$ cat src/rtl/tvu_fifo.sv
`timescale 1ns / 1ps
module tvu_fifo #(
  parameter int DW = 72
) (
  input  logic          clk_i,
  input  logic          rst_ni,
  input  logic          push_i,
  input  logic [DW-1:0] data_i,
  output logic          full_o,
  input  logic          pop_i,
  output logic [DW-1:0] data_o,
  output logic          empty_o
);
  logic [DW-1:0] buf_q [2];
  logic          wr_ptr_q, rd_ptr_q;
  logic [1:0]    cnt_q;

  // two-entry request queue
  always_ff @(posedge clk_i or negedge rst_ni) begin
    if (!rst_ni) begin
      wr_ptr_q <= 1'b0;
      rd_ptr_q <= 1'b0;
      cnt_q    <= 2'd0;
    end else begin
      if (push_i) wr_ptr_q <= ~wr_ptr_q;
      if (pop_i)  rd_ptr_q <= ~rd_ptr_q;
      cnt_q <= cnt_q + 2'(push_i) - 2'(pop_i);
    end
  end

  always_ff @(posedge clk_i) begin
    if (push_i) buf_q[wr_ptr_q] <= data_i;
  end

  assign data_o  = buf_q[rd_ptr_q];
  assign full_o  = cnt_q[1];
  assign empty_o = (cnt_q == 2'd0);

endmodule

$ cat config.mk
export PLATFORM = sky130hd
export DESIGN_NAME = tvu_fifo
export DESIGN_NICKNAME = d
export VERILOG_FILES = /design/src/rtl/tvu_fifo.sv
export SDC_FILE = /design/constraint.sdc
export NUM_CORES = 1
export LEC_CHECK = 0
export BUFFER_PORTS_ARGS = -buffer_cell sky130_fd_sc_hd__buf_2
export CORE_MARGIN = 3
export CORE_UTILIZATION = 33
export CTS_CLUSTER_SIZE = 8
export DETAILED_ROUTE_END_ITERATION = 7
export PLACE_DENSITY = 0.61
export SYNTH_ARGS = -nofsm -noshare
export SYNTH_HDL_FRONTEND = slang
export SYNTH_SLANG_ARGS = --single-unit
$ cat constraint.sdc
create_clock -name clk_i -period 5 [get_ports clk_i]
set_input_delay 0.5 -clock clk_i [delete_from_list [all_inputs] [get_ports clk_i]]
set_output_delay 0.5 -clock clk_i [all_outputs]
set_load 0.05 [all_outputs]
==> results.toml <==
[status]
outcome = "finished clean"

[critical_path]
critical_path.cell_chain = "buf_4, mux2_2, buf_2"
critical-path-slowest-cell = "sky130_fd_sc_hd__dfrtp_4"
ff2ff_setup_slack_ns = 2.74
worst_ep_required_time_ns = 4.50
timing_worst_setup_path_type = "flip-flop to output pin"
cp-end-kind = "output pin"
cp-start-kind = "flip-flop"
cp_peak_stage_delay_ns = 0.98
critical_path.reg2reg.startpoint = "wr_ptr_q"
reg2regPathDepth = 2
timing.critical_path.fanout_max = 45
critical-path-top-delay-family = "flip-flops"
path_buf_inv = 2
r2r_end = "buf_q[0][35]"
cp_data_arrival_time_ns = 2.50

[clock_tree]
cts_root_buf = "sky130_fd_sc_hd__clkbuf_16"
cts_resized = 0
clk-insertion-delay-late_ns = 0.41
cts_max_path_buffers = 2
cts_tree = "built"
number_of_levels_in_the_clock_h_tree = 4
inserted_clock_buffers = 17
path_clk_slew_ns = 0.06
cts_setup_buffers = 0
clock_sink_count = 148

[floorplan]
initial_utilization_pct = 34.1
die_outline_area_um2 = 19000
die_height_um = 138
die_width_um = 138
core_um2 = 16800
placementRows = 47
pin_count = 150

[detailed_routing]
vias = 2723
detail_route.wirelength_mm = 10.2
route.detailed.vias_per_inst = 4.28
detail_route.wl_per_cell_um = 16.1
drt-pass1-iter-count = 4
drt_iter0_markers = 186
detail_route.drc_violations = 0
final_antenna_net_count = 0

[synth]
synth.top_cell.area_share_pct = 75.4
synth_edf_count = 144
sequential_element_share_of_the_synthesized_area_pct = 77.1
synth_flop_cell = "sky130_fd_sc_hd__edfxtp_1"
synth_area_um2 = 5740
syn-num-nets = 316
synthDominantAreaCellType = "sky130_fd_sc_hd__edfxtp_1"
synthesis.instances = 238
synthArstFlopShare_pct = 2.70
adder_cell_fraction_of_synth_area_pct = 0.436
netlist_top_cells_area = "sky130_fd_sc_hd__edfxtp_1 (75%), sky130_fd_sc_hd__mux2_4 (18%), sky130_fd_sc_hd__buf_12 (2.4%)"
post_synth.cell_area_avg_um2 = 24.1
ys.warnings.count = 0
synth_xor_xnor_area_share_pct = 0.720
yosys.cell_count.top_type = "sky130_fd_sc_hd__edfxtp_1"
yosys-mux-area-fraction_pct = 18.7
post_synth_and_or_nand_nor_area_fraction_pct = 0.284
synth_top_cells_by_count = "sky130_fd_sc_hd__edfxtp_1 (144), sky130_fd_sc_hd__mux2_4 (69), sky130_fd_sc_hd__buf_12 (7), sky130_fd_sc_hd__dfrtp_1 (4), sky130_fd_sc_hd__mux2_2 (3)"
synth_top_family_by_area = "multiplexers"
synth_compound_gate_area_share_pct = 0
synth_register_bits = 148
post_synth_num_cell_types = 13

[pwr]
power.sequential.fraction_pct = 36.6
power.ir.vdd_worst_mv = 0.400
net_switching_component_of_the_power_uw = 1930
power.share.combinational_pct = 39.1
total_power_uw = 4960
power.share.switching_pct = 38.9
p_clk_share_pct = 24.2
static_leakage_power_uw = 0.00292
cell_internal_pwr_uw = 3030
power-per-cell-area_nw_per_um2 = 686

[finish]
postLayoutCoreUtil_pct = 43.0
post_route_cells_drive_above_1_share_pct = 62.0
finish.net_count = 481
number_of_diodes = 0
syn_to_final_growth_pct = 26.0

[sta]
slew_viol_final = 0
period_share_pct = 60.1
setup-violations-final = 0
finalCriticalPeriod_ns = 3.00
fmaxAchievable_mhz = 333
grt_setup_unrepaired = "no"
report.final.hold_viol_count = 0
slew_headroom_pct = 24.4
post_route_setup_tns_ns = 0
worst_hold_slack_ns = 0.275
finalClockSkew_ns = 0.00687
worst_slew_pin_tran_ns = 1.13

[job]
cap_violations = 0

[global_route]
groute.layer.met1.usage_pct = 12.8
globalRoute.totalOverflow = 0
via_count_of_the_first_global_routing_pass = 2950
use_met2_pct = 18.5
grt_use_met3_pct = 4.86
grt_busiest_layer = "met2"
total_routing_resource_utilization_after_global_routing_pct = 11.1
global_route_wire_length_before_repair_mm = 15.5
grt_antenna_before_repair = 0
pin_count_of_the_biggest_net_entering_global_routing = 73

[placed_design]
io_port_bufs = 149
place_hpwl_mm = 6.77
globalplace.congestion = 0.654

[worst_hold_path]
hold_path.startpoint = "data_i[57]"
hold_path_end = "buf_q[0][57]"
min_path_cells = 1
tightest_hold_check_type = "input port to flip-flop"
## metal layers
metal | routed length [µm] | vias to the layer above
met1 | 4160 | 1351
met5 | 0 | -
met4 | 143 | 0
li1 | - | 1267
met2 | 5140 | 93
met3 | 780 | 12
## logic make-up after synthesis
family | after synthesis
XOR/XNOR | 3
buffers and inverters | 10
adder cells (fa/ha/maj) | 2
flip-flops | 148
multiplexers | 72
AND/OR/NAND/NOR | 3
## flip-flops by register name, indices dropped and copies added, names as in the netlist
name and flops:
wr_ptr_q 1, buf_q 144, rd_ptr_q 1, cnt_q 2
## how the worst max path moves through the flow
stage / slack (ns) / to / depth (start not counted) / start
after floorplan: 0.83 / buf_q[0][0] / 1 / push_i
after global routing: 1.83 / data_o[1] / 3 / rd_ptr_q
final: 2.00 / data_o[1] / 3 / rd_ptr_q
after detailed placement: 2.41 / data_o[1] / 3 / rd_ptr_q
after global placement: 2.43 / data_o[1] / 3 / rd_ptr_q
after CTS: 1.94 / data_o[1] / 3 / rd_ptr_q
## stage by stage
stage / std cells / setup WS, ns / area (µm²)
CTS: 636 / 1.94 / 7220
detailed placement: 603 / 2.41 / 6650
floorplan: 238 / 0.833 / 5740
global route: 636 / 1.83 / 7220
finish: 636 / 2.00 / 7220
global placement: 603 / 2.43 / 6650
## cell type report
type	count	area, µm²
flip-flops and latches	148	4430
multi-input cells	80	1160
fillers	1527	9590
repair buffers	154	786
well taps	220	275
inverters	2	7.51
clock inverters	14	136
clock buffers	18	429
## power groups by stage
stage | clock (µW) | combinational [µW] | sequential [µW]
2_1_floorplan | 0 | 1780 | 1750
3_3_place_gp | 0 | 1950 | 1840
3_5_place_dp | 0 | 1970 | 1850
4_1_cts | 1240 | 1970 | 1820
5_1_grt | 1300 | 2040 | 1850
6_report | 1200 | 1940 | 1810
## cell usage in the layout (no fill, tap or decap)
cell,n
sky130_fd_sc_hd__clkinvlp_4,4
sky130_fd_sc_hd__dlygate4sd3_1,1
sky130_fd_sc_hd__xor2_1,2
sky130_fd_sc_hd__clkbuf_1,1
sky130_fd_sc_hd__inv_1,2
sky130_fd_sc_hd__buf_2,149
sky130_fd_sc_hd__clkinv_1,1
sky130_fd_sc_hd__ha_1,2
sky130_fd_sc_hd__buf_4,4
sky130_fd_sc_hd__nor2b_4,1
sky130_fd_sc_hd__nor2_1,1
sky130_fd_sc_hd__dfrtp_4,1
sky130_fd_sc_hd__mux2_4,69
sky130_fd_sc_hd__and2_4,1
sky130_fd_sc_hd__clkinv_2,5
sky130_fd_sc_hd__clkinv_4,1
sky130_fd_sc_hd__edfxtp_1,144
sky130_fd_sc_hd__dfrtp_1,3
sky130_fd_sc_hd__xor3_1,1
sky130_fd_sc_hd__mux2_2,3
sky130_fd_sc_hd__clkbuf_16,17
sky130_fd_sc_hd__bufinv_16,2
sky130_fd_sc_hd__inv_6,1
## timing repair
item | CTS | global route
hold buffers | 1 | 0
setup endpoints to repair | 0 | 0
endpoints found under the hold margin | 4 | 0
No activity file was read; power rests on OpenSTA's default activity.
