[src/rtl/tvu_pkg.sv]
`timescale 1ns / 1ps
package tvu_pkg;

  // distance code of a voxel that was never observed
  localparam logic [17:0] NEVER_SEEN = 18'h20000;

  // configuration register indexes
  localparam logic [1:0] CFG_DEPTH_MIN   = 2'd0;
  localparam logic [1:0] CFG_DEPTH_MAX   = 2'd1;
  localparam logic [1:0] CFG_FUSION_MODE = 2'd2;

  localparam logic [15:0] DEPTH_MIN_RST = 16'd410;
  localparam logic [15:0] DEPTH_MAX_RST = 16'd4096;

  // classified request handed from front to back
  typedef struct packed {
    logic        oob;
    logic        free;
    logic        fuse;
    logic        mode;
    logic [17:0] sval;
    logic [14:0] wsmp;
    logic [15:0] label;
  } tvu_item_t;

  typedef enum logic [2:0] {
    ST_CLEAR,
    ST_IDLE,
    ST_CALC,
    ST_MUL,
    ST_DIV,
    ST_WB
  } back_state_e;

endpackage

[src/rtl/tvu_front.sv]
`timescale 1ns / 1ps
module tvu_front #(
  parameter int GRID_DIM = 64,
  parameter int AW       = 18
) (
  input  logic               clk_i,
  input  logic               rst_ni,
  input  logic               cfg_we_i,
  input  logic [1:0]         cfg_index_i,
  input  logic [15:0]        cfg_data_i,
  input  logic [5:0]         voxel_x_i,
  input  logic [5:0]         voxel_y_i,
  input  logic [5:0]         voxel_z_i,
  input  logic               sample_valid_i,
  input  logic [15:0]        observed_depth_i,
  input  logic signed [17:0] voxel_depth_i,
  input  logic [15:0]        truncation_i,
  input  logic [15:0]        semantic_label_i,
  output tvu_pkg::tvu_item_t item_o,
  output logic [AW-1:0]      addr_o
);
  import tvu_pkg::*;

  localparam int GW = $clog2(GRID_DIM) + 1;
  localparam int XW = (GW > 6) ? GW : 6;

  logic [15:0] depth_min_q, depth_max_q;
  logic        mode_q;

  // configuration registers
  always_ff @(posedge clk_i or negedge rst_ni) begin
    if (!rst_ni) begin
      depth_min_q <= DEPTH_MIN_RST;
      depth_max_q <= DEPTH_MAX_RST;
      mode_q      <= 1'b0;
    end else if (cfg_we_i) begin
      unique case (cfg_index_i)
        CFG_DEPTH_MIN:   depth_min_q <= cfg_data_i;
        CFG_DEPTH_MAX:   depth_max_q <= cfg_data_i;
        CFG_FUSION_MODE: mode_q      <= cfg_data_i[0];
        default: ;
      endcase
    end
  end

  logic signed [18:0] s;
  logic signed [19:0] s_plus_t;
  logic [18:0]        five_d;
  logic               acc;
  logic [17:0]        s0, s1;

  // sample classification
  always_comb begin
    s        = $signed({3'b000, observed_depth_i}) - $signed({voxel_depth_i[17], voxel_depth_i});
    s_plus_t = $signed({s[18], s}) + $signed({4'b0000, truncation_i});
    acc      = sample_valid_i && (observed_depth_i >= depth_min_q) &&
               (observed_depth_i <= depth_max_q);
    five_d   = {3'b000, observed_depth_i} + {1'b0, observed_depth_i, 2'b00};

    // clamp to truncation for blending
    if (s > $signed({3'b000, truncation_i})) s0 = {2'b00, truncation_i};
    else                                     s0 = s[17:0];
    // saturate for closest surface
    if (s > 19'sd131071) s1 = 18'h1FFFF;
    else                 s1 = s[17:0];

    item_o.oob   = (XW'(voxel_x_i) >= XW'(GRID_DIM)) || (XW'(voxel_y_i) >= XW'(GRID_DIM)) ||
                   (XW'(voxel_z_i) >= XW'(GRID_DIM));
    item_o.free  = acc && (s > 19'sd0);
    item_o.fuse  = acc && (s_plus_t > 20'sd0);
    item_o.mode  = mode_q;
    item_o.sval  = mode_q ? s1 : s0;
    item_o.wsmp  = (five_d >= 19'd16384) ? 15'd4096 : 15'(19'd20480 - five_d);
    item_o.label = semantic_label_i;
  end

  // linear voxel address
  assign addr_o = AW'(voxel_x_i) + AW'(GRID_DIM) * AW'(voxel_y_i) +
                  AW'(GRID_DIM * GRID_DIM) * AW'(voxel_z_i);

endmodule

[config.mk]
export PLATFORM = sky130hd
export DESIGN_NAME = tvu_front
export DESIGN_NICKNAME = d
export VERILOG_FILES = /design/src/rtl/tvu_pkg.sv /design/src/rtl/tvu_front.sv
export SDC_FILE = /design/constraint.sdc
export NUM_CORES = 1
export LEC_CHECK = 0
export ABC_AREA = 1
export BUFFER_PORTS_ARGS = -buffer_cell sky130_fd_sc_hd__buf_2
export CAP_MARGIN = 20
export CELL_PAD_IN_SITES_DETAIL_PLACEMENT = 1
export CELL_PAD_IN_SITES_GLOBAL_PLACEMENT = 2
export CORE_MARGIN = 4
export CORE_UTILIZATION = 25
export DETAILED_ROUTE_END_ITERATION = 8
export GPL_TIMING_DRIVEN = 0
export HOLD_SLACK_MARGIN = 0.12
export PLACE_DENSITY_LB_ADDON = 0.25
export SYNTH_ARGS = -nofsm -noshare
export SYNTH_HDL_FRONTEND = slang
export SYNTH_SLANG_ARGS = --single-unit
[constraint.sdc]
create_clock -name clk_i -period 4 [get_ports clk_i]
set_input_delay 0.6 -clock clk_i [delete_from_list [all_inputs] [get_ports clk_i]]
set_output_delay 0.6 -clock clk_i [all_outputs]
set_load 0.03 [all_outputs]
==> results of run 1 <==
[cell usage in the layout (no fill, tap or decap), drive strengths merged, types with 3 or more instances in the layout]
| cell | count |
|---|---|
| nand2 | 356 |
| inv | 216 |
| buf | 213 |
| nand3 | 105 |
| nor2 | 99 |
| ha | 95 |
| a21oi | 70 |
| o21ai | 55 |
| dfrtp | 27 |
| nor3 | 18 |
| clkbuf | 18 |
| nand4 | 12 |
| xor2 | 8 |
| xnor2 | 7 |
| nor3b | 7 |
| dfstp | 6 |
| nand3b | 3 |
| a21o | 3 |
| a211oi | 3 |
| fa | 3 |
| o21bai | 3 |
[power by group]
| group | switching (W) | internal, W |
|---|---|---|
| sequential | 0.0000358 | 0.000395 |
| clock | 0.000128 | 0.000244 |
| combinational | 0.00126 | 0.000783 |
| total | 0.00142 | 0.00142 |
[state kept, by name, indices dropped and copies added (netlist names)]
register and count:
mode_q 1, depth_max_q 16, depth_min_q 16
[metrics by stage]
| stage | worst slack, ps | instance area (sq um) | utilization |
|---|---|---|---|
| floorplan | 5.26 | 6860 | - |
| global route | -659 | 9320 | 0.347 |
| global placement | -1030 | 7990 | 0.297 |
| detailed placement | -1060 | 7990 | 0.297 |
| finish | -411 | 9320 | 0.347 |
| CTS | -445 | 8940 | 0.333 |
[per-layer routing]
layer / track usage / vias to the layer above / wire (microns)
met1: 0.220 / 3577 / 12500
met2: 0.285 / 124 / 11900
met3: 0.0160 / 13 / 897
met4: 0.0126 / 4 / 91
li1: - / 3995 / -
met5: 0 / - / 23
[area by class of cell]
class,instances,share of cell area
Multi-Input combinational cell,860,0.597
Timing Repair Buffer,174,0.123
Inverter,219,0.0911
Sequential cell,33,0.0894
Tap cell,341,0.0458
Buffer,50,0.0381
Clock buffer,7,0.0153
[what timing repair did]
action                     in CTS  in global routing
setup endpoints to repair      18                 32
buffers inserted               23                  9
gates resized for setup       153                 92
cloned                          1                  0
pin swaps                      36                 39
[kinds of logic (layout without fill, tap and decap cells)]
| family | Yosys count | in the layout | synth area share |
|---|---|---|---|
| fa+ha+maj | 98 | 98 | 0.183 |
| other cells | 1 | 1 | 0.000550 |
| flops | 33 | 33 | 0.122 |
| xor+xnor | 15 | 15 | 0.0204 |
| simple gates | 604 | 604 | 0.387 |
| buf+inv | 270 | 450 | 0.173 |
| compound gates | 142 | 142 | 0.113 |
[final timing paths]
path	startpoint	to	depth (start not counted)
setup / recovery	observed_depth_i[0]	item_o[38]	29
hold / removal	rst_ni	depth_max_q[3]	1
setup reg to reg	mode_q	mode_q	2
hold reg to reg	depth_min_q[14]	depth_min_q[14]	2
max in group asynchronous	rst_ni	depth_max_q[14]	1
min in group clk_i	depth_min_q[14]	depth_min_q[14]	2
[worst reg2reg max path, stage by stage, from the launching register on]
cell                      delay (ps)
sky130_fd_sc_hd__dfrtp_1         530
sky130_fd_sc_hd__nand2_1         130
sky130_fd_sc_hd__o21ai_0          80
==> out/results.md, run 1 <==
* **vias in the first global route** 7950
* **sequential area share after synthesis** 0.122
* **area inside the core boundary** 26900 sq um
* **count of endpoints failing setup in the final report** 18
* **vias per inst** 4.58
* **count of flip-flops with a built-in enable after synthesis** 0
* **worst IR drop on VDD** 0.251 mV
* **initial antenna violation count** 2
* **worst clock skew on the final layout** 0 ps
* **detailed-route DRC error count** 0
* **Synth Flop Type** sky130_fd_sc_hd__dfrtp_1
* **combined global-route utilization of all metal layers** 0.160
* **Final Total Pwr** 0.00285 W
* **aggregate routed wire length** 25400 microns
* **CTS max path bufs** 2
* **Power per Cell Area** 305 nW/um^2
* **count of standard-cell rows** 60
* **Worst Hold Class** input port to async pin
* **number of hold violations in the final report** 0
* **I/O pin count** 177
* **max capacitance violation total** 0
* **drt first-iter violations** 198
* **Setup crit end kind** primary output
* **P_leak** 5.06 nW
* **WP buf/inv** 7
* **synth top area cells** sky130_fd_sc_hd__nand2_1, sky130_fd_sc_hd__ha_1, sky130_fd_sc_hd__inv_1, sky130_fd_sc_hd__dfrtp_1, sky130_fd_sc_hd__nand3_1
* **Total Neg Setup Slack** -6730 ps
* **most frequent cell on the critical path** sky130_fd_sc_hd__nand2_2
* **GRT overflow** 0
* **number of input and output port buffers inserted** 141
* **arrival time of the worst setup path** 3810 ps
* **total inserted antenna cells** 0
* **Syn. warnings** 0
* **unrepaired setup endpoints after global routing** yes
* **Net Count, Synth** 1367
* **Critical Path Max Stage Delay** 340 ps
* **vias post-DR** 7713
* **violations in the final reports** setup timing
* **Worst path top cell family by delay** simple AND/OR/NAND/NOR gates
* **worst setup margin** -411 ps
* **CTS H-tree depth** 2
* **Vert. Die Dim** 173 microns
* **insertion delay of the later-clocked pin in the worst-skew pair** 270 ps
* **result of the run** finished with violations
* **fraction of the cycle the final worst path needs** 1.10
* **Critical Setup Path Class** input port to primary output
* **share of async-settable or async-resettable flops after synthesis** 1.00
* **clock tree from TritonCTS** done
* **normalized max-slew margin** 0.498
* **growth of design area from synthesis to finish** 36.8%
* **antenna-violating nets left** 0
* **average size of a mapped cell** 5.86 sq um
* **transition time at the pin with the least slew margin** 753 ps
* **clk sinks** 33
* **share of final-layout standard cells stronger than drive strength 1** 0.326
* **final critical path time including I/O delays and setup** 4410 ps
* **category of the worst setup path launch point** input port
* **CTS root buffer** sky130_fd_sc_hd__clkbuf_16
* **maximum achievable frequency** 227 MHz
* **maximum number of pins on one net before global-route repair** 34
* **data required time at the worst endpoint** 3400 ps
* **global placer's final weighted congestion** 0.847
* **global-route wire length before repair** 40400 microns
* **max-slew violation count** 0
* **Mapped Cells** 1163
* **Final Instance Count excl. Fillers** 1684
* **total iterations of the first detailed-routing run** 4
* **Crit Path Max Fanout** 5
* **leading cell types by count after synthesis** sky130_fd_sc_hd__nand2_1, sky130_fd_sc_hd__inv_1, sky130_fd_sc_hd__nand3_1
* **area occupied by registers** 833 sq um
* **FF-to-FF setup slack** 3140 ps
* **synthesized flop and latch total** 33
* **multi-input gate area in the final layout** 5570 sq um
* **Syn Std Cell Area** 6810 sq um
* **share of the synthesized area in the top cell type** 0.183
* **half-perimeter wire length after detailed placement** 21400 microns
* **placed cell count** 1645
* **DIE WIDTH** 173 microns
* **cell type with the highest aggregate area in the netlist** sky130_fd_sc_hd__nand2_1
* **Worst path slowest cell** sky130_fd_sc_hd__fa_2
* **post-detailed-route wirelength per cell** 15.1 microns
* **Num CTS Buffers** 5
* **Cell variety after synth** 42
* **clock transition at the register clock pins on the worst setup and hold paths after CTS** 50 ps
* **area of the die** 30000 sq um
* **Hold Worst Slack** 400 ps
* **most frequent cell after synthesis** sky130_fd_sc_hd__nand2_1
* **number of inserted filler cells in the final layout** 3559
* **starting utilization of the core area** 0.254
* **Hold-fix buffers, CTS** 0
* **final net count** 1547
(Power assumes the default switching activity.)
==> run 2: changes to the inputs <==
--- a/config.mk
+++ b/config.mk
@@ -10,12 +10,14 @@
 export CAP_MARGIN = 20
 export CELL_PAD_IN_SITES_DETAIL_PLACEMENT = 1
 export CELL_PAD_IN_SITES_GLOBAL_PLACEMENT = 2
+export CORE_ASPECT_RATIO = 2
 export CORE_MARGIN = 4
 export CORE_UTILIZATION = 25
 export DETAILED_ROUTE_END_ITERATION = 8
 export GPL_TIMING_DRIVEN = 0
 export HOLD_SLACK_MARGIN = 0.12
 export PLACE_DENSITY_LB_ADDON = 0.25
+export SLEW_MARGIN = 5
 export SYNTH_ARGS = -nofsm -noshare
 export SYNTH_HDL_FRONTEND = slang
 export SYNTH_SLANG_ARGS = --single-unit
==> run 2 against run 1 <==
Critical path depth fell by 3. Utilization rose by 1.2 points. Critical path type unchanged. Flip-flop and latch count did not move. The flow still finishes with violations (setup timing). Worst setup slack improved by 100 ps. Clock skew did not move. Die area rose by 0.54%. Via count rose by 3.4%.
==> out/results.md, run 2 (same netlist as run 1, synthesis figures left out) <==
* **result of the run** finished with violations
* **violations in the final reports** setup timing
* **maximum achievable frequency** 232 MHz, +2.3%
* **vias in the first global route** 8799, +11%
* **switching power** 0.00149 W, +4.4%
* **Power per Cell Area** 313 nW/um^2, +2.5%
* **CTS root buffer** sky130_fd_sc_hd__clkbuf_16
* **post-detailed-route wirelength per cell** 16.9 microns, +12%
* **count of standard-cell rows** 85, +42%
* **combinational share of power** 0.708, -0.010
* **insertion delay of the later-clocked pin in the worst-skew pair** 290 ps, +20 ps
* **worst clock skew on the final layout** 0 ps, unchanged
* **GRT overflow** 0, unchanged
* **growth of design area from synthesis to finish** 41.9%
* **starting utilization of the core area** 0.253, -0.000295
* **DIE WIDTH** 125 microns, -28%
* **highest-count cells in the layout ignoring fill and taps** sky130_fd_sc_hd__nand2_1, sky130_fd_sc_hd__inv_1, sky130_fd_sc_hd__buf_2
* **max-slew violation count** 0, unchanged
* **number of input and output port buffers inserted** 141, unchanged
* **half-perimeter wire length after detailed placement** 24600 microns, +15%
* **Crit Path Max Fanout** 4, -1
* **clock transition at the register clock pins on the worst setup and hold paths after CTS** 50 ps, about the same
* **category of the worst setup path launch point** input port
* **final net count** 1561, +0.90%
* **aggregate routed wire length** 28800 microns, +13%
* **drt first-iter violations** 124, -37%
* **antenna-violating nets left** 0, unchanged
* **Setup crit end kind** primary output
* **Worst Reg2Reg Path Length in Cells** 2, unchanged
* **initial antenna violation count** 0, -2
* **fraction of the cycle the final worst path needs** 1.08, -0.0250
* **arrival time of the worst setup path** 3710 ps, -100 ps
* **CTS max path bufs** 2, unchanged
* **Hold Worst Slack** 381 ps, -18.8 ps
* **internal power component** 0.00154 W, +8.2%
* **CTS H-tree depth** 2, unchanged
* **worst setup margin** -311 ps, +100 ps
* **Vert. Die Dim** 241 microns, +40%
* **clk sinks** 33, unchanged
* **normalized max-slew margin** 0.493, -0.00521
* **switching share of power** 0.491, -0.00909
* **data required time at the worst endpoint** 3400 ps, about the same
* **maximum number of pins on one net before global-route repair** 34, unchanged
* **transition time at the pin with the least slew margin** 761 ps, +7.82 ps
* **number of inserted filler cells in the final layout** 3539, -0.56%
* **area inside the core boundary** 26900 sq um, +0.12%
* **Final Instance Count excl. Fillers** 1706, +1.3%
* **clock share of power** 0.151, +0.020
* **final critical path time including I/O delays and setup** 4310 ps, -100 ps
* **combined global-route utilization of all metal layers** 0.188, +0.0272
* **Total Neg Setup Slack** -4870 ps, +1860 ps
* **Reg power frac** 0.141, -0.010
* **placed cell count** 1652, +0.43%
* **I/O pin count** 177, unchanged
* **dpl ws** -1060 ps, -0.660 ps
* **number of hold violations in the final report** 0, unchanged
* **total iterations of the first detailed-routing run** 4, unchanged
* **share of final-layout standard cells stronger than drive strength 1** 0.338, +0.0119
* **clock tree from TritonCTS** done
* **total inserted antenna cells** 0, unchanged
* **vias post-DR** 7975, +3.4%
* **global placer's final weighted congestion** 0.820, -3.1%
* **detailed-route DRC error count** 0, unchanged
* **global-route wire length before repair** 44600 microns, +10%
* **Regs by FF count** depth_max_q (16), depth_min_q (16), mode_q (1)
* **max capacitance violation total** 0, unchanged
* **most common cell after layout, fill and taps aside** sky130_fd_sc_hd__nand2_1
* **area of the die** 30100 sq um, +0.54%
* **Critical Setup Path Class** input port to primary output
* **unrepaired setup endpoints after global routing** yes
* **worst IR drop on VDD** 0.297 mV, +18%
* **count of endpoints failing setup in the final report** 18, unchanged
* **Worst Hold Class** input port to async pin
* **vias per inst** 4.67, +2.1%
* **P_leak** 5.19 nW, +2.6%
* **Num CTS Buffers** 5, unchanged
## run 2: power groups by stage
stage	clock network [W]	registers [W]	logic, W
4_1_cts	0.000469	0.000428	0.00200
5_1_grt	0.000479	0.000436	0.00238
6_report	0.000457	0.000427	0.00214
3_5_place_dp	0	0.000433	0.00168
3_3_place_gp	0	0.000431	0.00165
2_1_floorplan	0	0.000421	0.00118
## run 2: routing by layer
| metal | track usage | routed length [microns] |
|---|---|---|
| met1 | 0.152 | 8600 |
| met2 | 0.427 | 18300 |
| met3 | 0.00772 | 457 |
| met4 | 0.101 | 1440 |
| met5 | 0 | 0 |
## run 2: final cells by class
| class | count | area (sq um) | share of cell area |
|---|---|---|---|
| timing repair buffer | 187 | 1320 | 0.136 |
| clock buffer | 7 | 143 | 0.0148 |
| tap | 348 | 435 | 0.0450 |
| sequential | 33 | 833 | 0.0862 |
| inverter | 219 | 835 | 0.0863 |
| clock inverter | 1 | 30.0 | 0.00311 |
| buffer | 51 | 380 | 0.0393 |
| multi-input combinational | 860 | 5700 | 0.589 |
## run 2: worst paths after layout
path	startpoint	to	slack, ps
setup / recovery	observed_depth_i[0]	item_o[50]	-310
hold / removal	rst_ni	depth_min_q[13]	380
setup reg to reg	depth_min_q[3]	depth_min_q[3]	3240
hold reg to reg	depth_min_q[5]	depth_min_q[5]	480
max in group asynchronous	rst_ni	depth_max_q[1]	3120
min in group clk_i	depth_min_q[5]	depth_min_q[5]	480
## run 2: through the flow
| stage | cell area [sq um] | power, W | utilization |
|---|---|---|---|
| after floorplan | 6860 | 0.00160 | - |
| after global placement | 8000 | 0.00209 | 0.297 |
| after detailed placement | 8000 | 0.00212 | 0.297 |
| after CTS | 9100 | 0.00290 | 0.338 |
| after global routing | 9670 | 0.00330 | 0.359 |
| final | 9670 | 0.00303 | 0.359 |
## run 2: critical path, cell delays in order
cell	delay (ps)
sky130_fd_sc_hd__buf_8	90
sky130_fd_sc_hd__inv_8	30
sky130_fd_sc_hd__ha_4	150
sky130_fd_sc_hd__fa_2	370
sky130_fd_sc_hd__inv_4	90
sky130_fd_sc_hd__nand3_4	80
sky130_fd_sc_hd__nand2_4	100
sky130_fd_sc_hd__nand2_4	60
sky130_fd_sc_hd__nand2_4	90
sky130_fd_sc_hd__xor2_2	170
sky130_fd_sc_hd__inv_2	80
sky130_fd_sc_hd__ha_4	240
sky130_fd_sc_hd__buf_12	130
sky130_fd_sc_hd__nor2_4	180
sky130_fd_sc_hd__inv_2	60
sky130_fd_sc_hd__nor2_4	150
sky130_fd_sc_hd__buf_4	140
sky130_fd_sc_hd__nand3_4	90
sky130_fd_sc_hd__nand2_2	100
sky130_fd_sc_hd__nand3_4	90
sky130_fd_sc_hd__a21oi_2	150
sky130_fd_sc_hd__nor2_1	50
sky130_fd_sc_hd__nand3_1	90
sky130_fd_sc_hd__nand2_2	60
sky130_fd_sc_hd__nor2_4	130
sky130_fd_sc_hd__buf_6	130
## run 2: repair_timing
item | CTS | global route
endpoints found under the setup margin | 23 | 34
gates cloned | 2 | 0
setup buffers | 30 | 14
endpoints found under the hold margin | 0 | 0
hold buffers | 0 | 0
gates resized for setup | 154 | 131
pin swaps | 43 | 58
